File: config.mk
export PLATFORM = sky130hd
export DESIGN_NAME = delta_op_stream_emitter_unit
export DESIGN_NICKNAME = d
export VERILOG_FILES = /design/src/rtl/core/dose_pkg.sv /design/src/rtl/core/dose_planner.sv /design/src/rtl/core/dose_emitter.sv /design/src/rtl/core/delta_op_stream_emitter_unit.sv
export SDC_FILE = /design/constraint.sdc
export NUM_CORES = 1
export LEC_CHECK = 0
export ABC_AREA = 1
export BUFFER_PORTS_ARGS = -buffer_cell sky130_fd_sc_hd__buf_2
export CORE_AREA = 2 2 252 254
export CTS_BUF_LIST = sky130_fd_sc_hd__clkbuf_8
export DETAILED_ROUTE_END_ITERATION = 8
export DIE_AREA = 0 0 254 256
export PLACE_DENSITY_LB_ADDON = 0.15
export REMOVE_ABC_BUFFERS = 1
export SLEW_MARGIN = 20
export SYNTH_ARGS = -nofsm -noshare
export SYNTH_HDL_FRONTEND = slang
export SYNTH_SLANG_ARGS = --single-unit
File: constraint.sdc
create_clock -name clk -period 8.1 [get_ports clk]
set_clock_uncertainty 0.2 [all_clocks]
set_input_delay 0.405 -clock clk [delete_from_list [all_inputs] [get_ports clk]]
set_output_delay 0.405 -clock clk [all_outputs]
set_load 0.05 [all_outputs]
File: src/rtl/core/dose_pkg.sv
package dose_pkg;

    // Longest literal run before its count is written into the reserved slot.
    localparam int unsigned MAX_RUN = 127;
    // Width of stream positions and of the size limit.
    localparam int unsigned POS_W = 32;
    // Largest number of result transfers that one operation can cause.
    localparam int unsigned PLAN_DEPTH = 8;
    localparam int unsigned IDX_W = $clog2(PLAN_DEPTH);
    localparam int unsigned CNT_W = $clog2(PLAN_DEPTH + 1);

    // Byte-level constants of the delta encoding.
    localparam logic [7:0] VARINT_CONT = 8'h80;
    localparam logic [7:0] COPY_OPCODE = 8'h80;
    localparam logic [3:0] COPY_OFF_FLAG_SHIFT = 4'd0;
    localparam logic [3:0] COPY_LEN_FLAG_SHIFT = 4'd4;

    typedef enum logic [1:0] {
        OP_HEADER  = 2'd0,
        OP_LITERAL = 2'd1,
        OP_COPY    = 2'd2,
        OP_FINISH  = 2'd3
    } op_t;

    typedef struct packed {
        logic [1:0]  operation;
        logic [31:0] header_size;
        logic [7:0]  literal_byte;
        logic [31:0] copy_offset;
        logic [16:0] copy_length;
    } in_t;

    typedef struct packed {
        logic [31:0] write_address;
        logic [7:0]  write_byte;
        logic [31:0] end_position;
        logic        over_limit;
        logic        last_of_run;
    } out_t;

    // Emitter state carried from one operation to the next.
    typedef struct packed {
        logic [POS_W-1:0] pos;
        logic [6:0]       count;
        logic [POS_W-1:0] slot;
    } state_t;

    // One planned write: either the reserved count slot, or base plus a small offset.
    typedef struct packed {
        logic [7:0]       data;
        logic [IDX_W-1:0] off;
        logic             is_slot;
    } entry_t;

    // All writes caused by one operation.
    typedef struct packed {
        logic [CNT_W-1:0]                 count;
        logic [POS_W-1:0]                 base;
        logic [POS_W-1:0]                 slot;
        logic [POS_W-1:0]                 end_pos;
        logic                             over;
        entry_t [PLAN_DEPTH-1:0]          entries;
    } plan_t;

endpackage

File: src/rtl/core/dose_planner.sv
module dose_planner
(
    input  dose_pkg::in_t              item,
    input  dose_pkg::state_t           st,
    input  logic [dose_pkg::POS_W-1:0] size_limit,
    output dose_pkg::plan_t            plan,
    output dose_pkg::state_t           st_next
);

    logic                     close_pend;
    dose_pkg::entry_t         close_e;
    logic [34:0]              hv;
    logic [2:0]               hdr_n;
    dose_pkg::entry_t [dose_pkg::PLAN_DEPTH-1:0] hdr_body;
    logic [7:0]               cp_bytes [6];
    logic [5:0]               cp_nz;
    logic [2:0]               cp_n;
    dose_pkg::entry_t [dose_pkg::PLAN_DEPTH-1:0] cp_body;
    dose_pkg::entry_t [dose_pkg::PLAN_DEPTH-1:0] body;
    logic [6:0]               lit_cnt;
    logic                     lit_close;
    logic [2:0]               advance;
    logic [dose_pkg::POS_W-1:0] end_pos;

    assign close_pend = (st.count != 7'd0);
    assign close_e    = '{data: {1'b0, st.count}, off: '0, is_slot: 1'b1};

    // Header size as a base-128 varint, low group first.
    assign hv = {3'b000, item.header_size};

    always_comb
    begin
        hdr_n = 3'd1 + 3'(hv[34:7] != '0) + 3'(hv[34:14] != '0)
              + 3'(hv[34:21] != '0) + 3'(hv[34:28] != '0);
        hdr_body = '0;
        for (int j = 0; j < 5; j++)
        begin
            hdr_body[j].data    = {(3'(j) < hdr_n - 3'd1), hv[7*j +: 7]};
            hdr_body[j].off     = dose_pkg::IDX_W'(j);
            hdr_body[j].is_slot = 1'b0;
        end
    end

    // Copy: opcode, then only the nonzero offset and length bytes, packed together.
    always_comb
    begin
        logic [2:0] p;
        p = 3'd0;
        for (int i = 0; i < 4; i++)
        begin
            cp_bytes[i] = item.copy_offset[8*i +: 8];
        end
        cp_bytes[4] = item.copy_length[7:0];
        cp_bytes[5] = item.copy_length[15:8];
        for (int i = 0; i < 6; i++)
        begin
            cp_nz[i] = (cp_bytes[i] != 8'h00);
        end
        cp_body = '0;
        cp_body[0].data = dose_pkg::COPY_OPCODE
                        | {4'h0, cp_nz[3:0]} << dose_pkg::COPY_OFF_FLAG_SHIFT
                        | {6'h00, cp_nz[5:4]} << dose_pkg::COPY_LEN_FLAG_SHIFT;
        for (int i = 0; i < 6; i++)
        begin
            if (cp_nz[i])
            begin
                cp_body[p + 3'd1].data = cp_bytes[i];
                cp_body[p + 3'd1].off  = dose_pkg::IDX_W'(p + 3'd1);
                p = p + 3'd1;
            end
        end
        cp_n = p + 3'd1;
    end

    assign lit_cnt   = st.count + 7'd1;
    assign lit_close = (lit_cnt >= 7'(dose_pkg::MAX_RUN));

    always_comb
    begin
        body    = '0;
        advance = 3'd0;
        plan    = '0;
        st_next = st;
        unique case (dose_pkg::op_t'(item.operation))
            dose_pkg::OP_HEADER:
            begin
                body       = hdr_body;
                advance    = hdr_n;
                plan.count = dose_pkg::CNT_W'(close_pend) + dose_pkg::CNT_W'(hdr_n);
            end
            dose_pkg::OP_COPY:
            begin
                body       = cp_body;
                advance    = cp_n;
                plan.count = dose_pkg::CNT_W'(close_pend) + dose_pkg::CNT_W'(cp_n);
            end
            dose_pkg::OP_LITERAL:
            begin
                advance    = close_pend ? 3'd1 : 3'd2;
                plan.count = lit_close ? dose_pkg::CNT_W'(2) : dose_pkg::CNT_W'(1);
            end
            dose_pkg::OP_FINISH:
            begin
                plan.count = dose_pkg::CNT_W'(close_pend);
            end
            default:
            begin
                plan.count = '0;
            end
        endcase

        if (dose_pkg::op_t'(item.operation) == dose_pkg::OP_LITERAL)
        begin
            // The literal goes after the slot when this literal opens the run.
            plan.entries[0].data    = item.literal_byte;
            plan.entries[0].off     = dose_pkg::IDX_W'(!close_pend);
            plan.entries[0].is_slot = 1'b0;
            plan.entries[1].data    = {1'b0, lit_cnt};
            plan.entries[1].off     = '0;
            plan.entries[1].is_slot = 1'b1;
            plan.slot               = close_pend ? st.slot : st.pos;
            st_next.slot            = plan.slot;
            st_next.count           = lit_close ? 7'd0 : lit_cnt;
        end
        else
        begin
            // A pending run count is written ahead of everything else.
            for (int e = 0; e < dose_pkg::PLAN_DEPTH; e++)
            begin
                if (!close_pend)
                begin
                    plan.entries[e] = body[e];
                end
                else if (e == 0)
                begin
                    plan.entries[e] = close_e;
                end
                else
                begin
                    plan.entries[e] = body[e-1];
                end
            end
            plan.slot     = st.slot;
            st_next.count = 7'd0;
        end

        plan.base    = st.pos;
        plan.end_pos = end_pos;
        plan.over    = (size_limit != '0) && (end_pos > size_limit);
        st_next.pos  = end_pos;
    end

    assign end_pos = st.pos + dose_pkg::POS_W'(advance);

endmodule

File: src/rtl/core/dose_emitter.sv
module dose_emitter
(
    input  logic              clk,
    input  logic              rst_n,
    input  logic              load,
    input  dose_pkg::plan_t   plan,
    output logic              free,
    output logic              out_valid,
    input  logic              out_ready,
    output dose_pkg::out_t    out_data
);

    dose_pkg::plan_t              plan_reg;
    logic                         plan_valid_reg;
    logic [dose_pkg::IDX_W-1:0]   idx_reg;
    logic [dose_pkg::IDX_W-1:0]   idx_next;
    logic                         last;
    logic                         done;
    dose_pkg::entry_t             cur;

    assign cur  = plan_reg.entries[idx_reg];
    assign last = (idx_reg == dose_pkg::IDX_W'(plan_reg.count - dose_pkg::CNT_W'(1)));
    assign done = plan_valid_reg && out_ready && last;
    assign free = !plan_valid_reg || done;
    assign idx_next = idx_reg + dose_pkg::IDX_W'(1);

    always_ff @(posedge clk or negedge rst_n)
    begin
        if (!rst_n)
        begin
            plan_valid_reg <= 1'b0;
            idx_reg        <= '0;
        end
        else if (load)
        begin
            plan_valid_reg <= 1'b1;
            idx_reg        <= '0;
        end
        else if (done)
        begin
            plan_valid_reg <= 1'b0;
        end
        else if (plan_valid_reg && out_ready)
        begin
            idx_reg <= idx_next;
        end
    end

    always_ff @(posedge clk)
    begin
        if (load)
        begin
            plan_reg <= plan;
        end
    end

    assign out_valid              = plan_valid_reg;
    assign out_data.write_address = cur.is_slot ? plan_reg.slot
                                  : plan_reg.base + dose_pkg::POS_W'(cur.off);
    assign out_data.write_byte    = cur.data;
    assign out_data.end_position  = plan_reg.end_pos;
    assign out_data.over_limit    = plan_reg.over;
    assign out_data.last_of_run   = last;

    a_plan_nonempty: assert property (@(posedge clk) disable iff (!rst_n)
        plan_valid_reg |-> (plan_reg.count != '0))
        else $error("result buffer holds an empty plan");

    a_idx_in_range: assert property (@(posedge clk) disable iff (!rst_n)
        plan_valid_reg |-> (dose_pkg::CNT_W'(idx_reg) < plan_reg.count))
        else $error("result index ran past the planned writes");

    a_run_continues: assert property (@(posedge clk) disable iff (!rst_n)
        (out_valid && out_ready && !last) |=> (out_valid && idx_reg == $past(idx_next)))
        else $error("results of one operation were cut short");

    a_load_when_free: assert property (@(posedge clk) disable iff (!rst_n)
        load |-> free)
        else $error("plan loaded over unfinished results");

endmodule

File: src/rtl/core/delta_op_stream_emitter_unit.sv
// Delta stream emitter. Each input transfer carries one delta operation (header size,
// literal byte, copy, or finish) and causes zero to eight output transfers, each an
// (address, byte) write into the delta stream, delivered in increasing write order with
// last_of_run set on the final one. A literal that opens a run reserves one count slot;
// the count is written back into that slot when the run reaches 127 bytes or when a
// header, copy or finish closes it. An operation waits in the input register until the
// result buffer can take it, then is planned in full, combinationally, into the result
// buffer, which drives the first result. The result buffer drives one output transfer per
// cycle while out_ready is high. An operation moves from the input register into the result
// buffer in the cycle its predecessor's last result leaves, and the input register takes
// the next input transfer in that same cycle. Operations with one result each therefore
// flow at one per cycle while out_ready is high; an operation with N results holds the
// output until all N have transferred. A finish with no pending run produces no output and
// loads nothing. The size limit register is written through the configuration channel,
// which is always ready; it should only be changed while no operation is in flight.
module delta_op_stream_emitter_unit
(
    input  logic             clk,
    input  logic             rst_n,
    input  logic             in_valid,
    output logic             in_ready,
    input  dose_pkg::in_t    in_data,
    output logic             out_valid,
    input  logic             out_ready,
    output dose_pkg::out_t   out_data,
    input  logic             cfg_valid,
    output logic             cfg_ready,
    input  logic [31:0]      cfg_data
);

    // Input register: holds one operation until the result buffer can take its plan.
    dose_pkg::in_t              in_reg;
    logic                       in_valid_reg;

    // Stream state: next free position, pending run length and its reserved slot.
    dose_pkg::state_t           st_reg;
    dose_pkg::state_t           st_next;

    logic [dose_pkg::POS_W-1:0] size_limit_reg;

    dose_pkg::plan_t            plan;
    logic                       emit_free;
    logic                       consume;
    logic                       load;

    // An operation leaves the input register when the result buffer is empty or
    // is handing over its final result in this cycle.
    assign consume  = in_valid_reg && emit_free;
    assign load     = consume && (plan.count != '0);
    assign in_ready = !in_valid_reg || consume;

    // Configuration writes are always taken.
    assign cfg_ready = 1'b1;

    always_ff @(posedge clk or negedge rst_n)
    begin
        if (!rst_n)
        begin
            in_valid_reg <= 1'b0;
        end
        else if (in_ready)
        begin
            in_valid_reg <= in_valid;
        end
    end

    always_ff @(posedge clk)
    begin
        if (in_valid && in_ready)
        begin
            in_reg <= in_data;
        end
    end

    // The state advances once per operation, at the moment its plan is taken.
    always_ff @(posedge clk or negedge rst_n)
    begin
        if (!rst_n)
        begin
            st_reg <= '0;
        end
        else if (consume)
        begin
            st_reg <= st_next;
        end
    end

    always_ff @(posedge clk or negedge rst_n)
    begin
        if (!rst_n)
        begin
            size_limit_reg <= '0;
        end
        else if (cfg_valid && cfg_ready)
        begin
            size_limit_reg <= cfg_data;
        end
    end

    // Combinational planning of every write that the operation causes.
    dose_planner u_planner
    (
        .item       (in_reg),
        .st         (st_reg),
        .size_limit (size_limit_reg),
        .plan       (plan),
        .st_next    (st_next)
    );

    // Result buffer and output sequencer.
    dose_emitter u_emitter
    (
        .clk       (clk),
        .rst_n     (rst_n),
        .load      (load),
        .plan      (plan),
        .free      (emit_free),
        .out_valid (out_valid),
        .out_ready (out_ready),
        .out_data  (out_data)
    );

endmodule
## Word level (Yosys, flattened, before mapping)

Index checks and enable logic that the tools add are counted.

- Bits in registers: 394
- Output and inout port bits: 77
- Logic and storage cells: 187

- Add/subtract/negate cells: 18
- Order comparisons: 18
- Eq/ne operators: 5
- Multiplexer cells: 68
- Bitwise logic cells: 1
- Reductions and logical operators: 34

Operators by type and width:

| kind | count |
|---|---|
| bitwise mux 96 bit | 10 |
| 2-to-1 mux 96 bit | 5 |
| demux 12 bit (select 3 bit) | 10 |
| one-hot mux 96 bit (2 select lines) | 1 |
| 2-to-1 mux 12 bit | 14 |
| 2-to-1 mux 32 bit | 3 |
| adder 32 x 3 -> 32 bit | 2 |
| nonzero test 8 bit | 6 |
| binary-select mux 12 bit (select 3 bit) | 1 |
| greater-than comparator 32 bit | 1 |
| nonzero test 32 bit | 1 |
| nonzero test 28 bit | 1 |
| < comparator 3 x 4 -> 1 bit, second input constant | 6 |
| 2-to-1 mux 3 bit | 8 |
| 2-to-1 mux 23 bit | 1 |
| nonzero test 21 bit | 1 |
| 2-to-1 mux 4 bit | 5 |
| adder 3 x 1 -> 3 bit, second input constant | 6 |
| one-hot mux 4 bit (4 select lines) | 1 |
| >= comparator 3 x 1 -> 1 bit, second input constant | 5 |
| 2-to-1 mux 7 bit | 2 |
| nonzero test 14 bit | 1 |
| nonzero test 7 bit | 2 |
| logical AND 1 bit | 11 |
| 26 further kinds | 40 |

## Depth between registers and ports, before layout

- Depth after elaboration: 25
- Depth in mapped cells: 47

## By module

From an unflattened synthesis, not the netlist that was laid out.

- Cell total of the unflattened synthesis: 2913
- Area, all modules: 23692.7 µm²

By module, submodules not included:

| module | times used | cells each | area an instance (µm²) | seq. area each (µm²) |
|---|---|---|---|---|
| dose_emitter | 1 | 751 | 8560.7 | 5985.7 |
| dose_planner | 1 | 1617 | 8295.5 | 0.0 |
| delta_op_stream_emitter_unit | 1 | 545 | 6836.6 | 5335.1 |

## Worst setup path before layout

No wires, ideal clock.

- Path kind: flip-flop to flip-flop
- From: reg in_reg[20] (netlist bit)
- To: reg u_emitter.plan_reg, in the netlist u_emitter.out_data[10], enable pin
- Setup time: 0.542 ns
- Arrival time: 7.941 ns
- Path slack: -0.584 ns
- Cell stages (with the launch flop): 32
- Cells stage by stage: edfxtp_1 > nor2_1 > nand2_1 > nor2_2 > clkinv_1 > ha_1 > clkbuf_1 > inv_1 > nand2_2 > nand2_2 > nand2_2 > nand3_1 > nand2_1 > ha_1 > inv_1 > o21ai_2 > nand2_1 > inv_2 > nor2_8 > nand2_1 > o21ai_0 > ha_1 > nand2_1 > o21ai_0 > ha_1 > nand2_1 > o21ai_0 > or2_2 > a21oi_1 > nand2_1 > nand2_1 > inv_1

RTL lines:

| element | RTL line | RTL |
|---|---|---|
| start: declaration | delta_op_stream_emitter_unit.sv:32 | `dose_pkg::in_t in_reg;` |
| start signal: assignment | delta_op_stream_emitter_unit.sv:71 | `in_reg <= in_data;` |
| end signal: assignment | dose_emitter.sv:53 | `plan_reg <= plan;` |
| end: declaration | dose_emitter.sv:13 | `dose_pkg::plan_t plan_reg;` |

==> flow_summary.toml <==
[synth]
ys_seq_area_frac = 0.514
synth-edff-count = 280
synth_xor_area_frac = 0.0251
synthAdderAreaFrac = 0.0359
synth.top_cell.area_share = 0.389
synth_area_mm2 = 0.0216
synth.avg_cell_area_um2 = 8.89
synth.distinct_cells = 57
synth_top_family_by_area = "simple AND/OR/NAND/NOR gates"
synthFlopType = "edfxtp_1"
synth_area_leader_cell = "edfxtp_1"
synth_compound_area_frac = 0.161
syn_inst = 2431
yosysWarningCount = 0
ys_ff_latch = 388
synth-simple-area-share = 0.188
synthTopCellsByArea = "edfxtp_1, dfrtp_1, nand2_1"
ys_async_sr_fraction = 0.278
synth.area.mux_share = 0.000985

[floorplan]
rows = 92
die_area_mm2 = 0.0650
coreArea_mm2 = 0.0624
dieHeight_um = 256
chipWidth_um = 254
start_util = 0.346
ioPinCount = 205

[power_and_ir_drop]
p_int_mw = 4.92
switching_power_mw = 4.45
pwr-share-clk = 0.183
peakVddDrop_v = 0.000254
power.leakage_nw = 10.8
p_sw_frac = 0.475
powerDensity_mw_per_mm2 = 362
combPwrFrac = 0.455
power_mw = 9.37
power_frac_seq = 0.361

[critical_path]
r2r-end = "u_emitter.out_data[1]"
reg2reg_slack_ns = 0.57
rr_startpoint = "in_reg[29]"
end_kind = "flip-flop"
cp_max_fo = 4
cpPeakStageDelay_ns = 0.47
start_kind = "flip-flop"
critical_path_class = "reg2reg"
crit_path_frequent_cell = "nand2_1"
crit_slowest_cell = "fa_2"
rr_worst_depth = 42
crit_required_ns = 8.37
critPathArrivalTime_ns = 7.80

[clocking]
clock-sinks = 388
cts_made_buffers = 71
cts_tree = "done"
htree_levels = 3
clkSlewWorstSetupHoldPaths_ns = 0.06
cts_root_buffer = "clkbuf_8"
cts_buffer_depth = 3
clk-insertion-delay-late_ns = 0.65

[detailed_routing]
vias = 18400
first_iter_violations = 1275
firstDrtPassIters = 7
viasPerCell = 5.09
route.detailed.drc = 0
wirelength_um = 67500
ant_nets = 0
wl_per_cell_um = 18.6

[sta]
slew_violations = 0
setup_viol = 0
worst_pin_slew_ns = 1.08
rsz0062_at_grt = "false"
fin_crit_sh = 0.930
min_period_ns = 7.53
fin_tns_setup_ns = 0
max_clock_freq_ghz = 0.133
hold_violations = 0
relSlewSlack = 0.281

[finish]
area_growth_pct = 19.7
layout-drive-gt1-share = 0.158
finalNetCount = 2907
post-route-util = 0.414
largest_register_ffs = 157

[global_route]
grt_pass1_wl_um = 105000
antenna_found_initial = 1
use_met1 = 0.272
grt-ovfl-total = 0
grt_start_max_net_pins = 102
grt.met3_usage = 0.0306
met2_usage = 0.351
first_global_vias = 18600
gr-usage-all-layers = 0.208
top_usage_layer = "met2"

[place]
gp_congestion = 0.906
io_buffers = 202
dp_hpwl_um = 48600

[min_path]
min_path_type = "in2async"

[run]
maxCapViolations = 0

[outcome]
outcome = "complete, no violations"
## cell families after synthesis
group                    count (synthesis)
AO/OA/AOI/OAI                          631
AND/OR/NAND/NOR                        907
other                                    2
buffers and inverters                  380
XOR/XNOR                                62
adder cells (fa/ha/maj)                 59
multiplexers                             2
flip-flops                             388
## layout make-up
type	count	area [um^2]
fillers	6345	36500
flip-flops and latches	388	11100
multi-input cells	1663	8980
repair buffers	357	2510
well taps	846	1060
clock buffers	74	1020
inverters	239	907
clock inverters	55	269
diodes	1	2.50
## routing by layer
metal	up-vias	part of all wire	wire length, um
met3	104	0.050	3350
met2	550	0.48	32600
li1	8933	-	-
met1	8849	0.44	29800
met5	-	0	0
met4	0	0.027	1810
## worst max path at each step
stage,startpoint,end
final,in_reg[29],u_emitter.out_data[1]
after global routing,in_reg[29],u_emitter.out_data[1]
after CTS,in_reg[29],u_emitter.out_data[1]
after floorplan,u_emitter.idx_reg[0],u_emitter.out_data[10]
after detailed placement,in_reg[29],u_emitter.out_data[1]
after global placement,in_reg[29],u_emitter.out_data[1]
## through the flow
step                instance area, um^2  instances  hold WS, ns  setup WS (ns)
floorplan                         20900       2290      -0.0906         -0.938
global placement                  23200       3362        0.212          0.233
detailed placement                23200       3362        0.210         0.0152
CTS                               25700       3617       0.0485        0.00693
global route                      25900       3623       0.0865        0.00634
finish                            25900       3623       0.0746          0.567
## synthesized netlist by cell type, types with 34 or more instances
cell type	instances
nand2_1	522
o21ai_0	355
edfxtp_1	280
inv_1	213
nor2_1	159
dfrtp_1	108
nand3_1	87
a21oi_1	75
clkbuf_1	75
o21ai_1	64
o211ai_1	60
ha_1	54
xor2_1	52
buf_4	37
o22ai_1	34
## power by group through the flow
| stage | Clock [mW] | Combinational, mW | Sequential, mW |
|---|---|---|---|
| 2_1_floorplan | 0 | 2.65 | 3.60 |
| 3_3_place_gp | 0 | 4.18 | 3.41 |
| 3_5_place_dp | 0 | 4.22 | 3.42 |
| 4_1_cts | 1.78 | 4.29 | 3.39 |
| 5_1_grt | 1.87 | 4.71 | 3.45 |
| 6_report | 1.72 | 4.27 | 3.39 |
## layout by cell type, fill, tap and decap left out, types with 4 or more instances in the layout
cell	count
buf_2	201
dfrtp_1	108
inv_2	21
o221ai_1	5
buf_4	28
o21ai_0	354
clkinv_2	10
inv_1	238
nor2_1	155
o21ai_1	64
o211ai_1	60
ha_1	53
nand2_1	522
edfxtp_1	280
nor3_1	17
nand3_1	85
clkbuf_8	74
nand3_2	8
nor4_1	13
or2_2	4
nand2_4	9
xor2_1	51
a31oi_1	15
nor2_2	13
nand2_2	23
nor4_2	4
nor2_4	9
o22ai_1	34
nand4_1	26
a211oi_1	7
clkinv_1	17
fa_1	4
a21oi_1	74
nor3_4	4
dlygate4sd3_1	126
xnor2_1	10
## worst max-delay path, delay by kind of cell, from the launching register on
kind            cells  cell delay (ns)
buf+inv             8             0.80
fa+ha+maj           5             1.67
xor+xnor            1             0.20
compound gates      6             1.01
simple gates       22             3.03
flops               1             0.42
## what timing repair did
action | CTS | global route
endpoints found under the hold margin | 158 | 0
gates resized for setup | 0 | 19
setup endpoints to repair | 0 | 1
setup buffers | 0 | 5
hold buffers | 126 | 0
(Power assumes the default switching activity.)
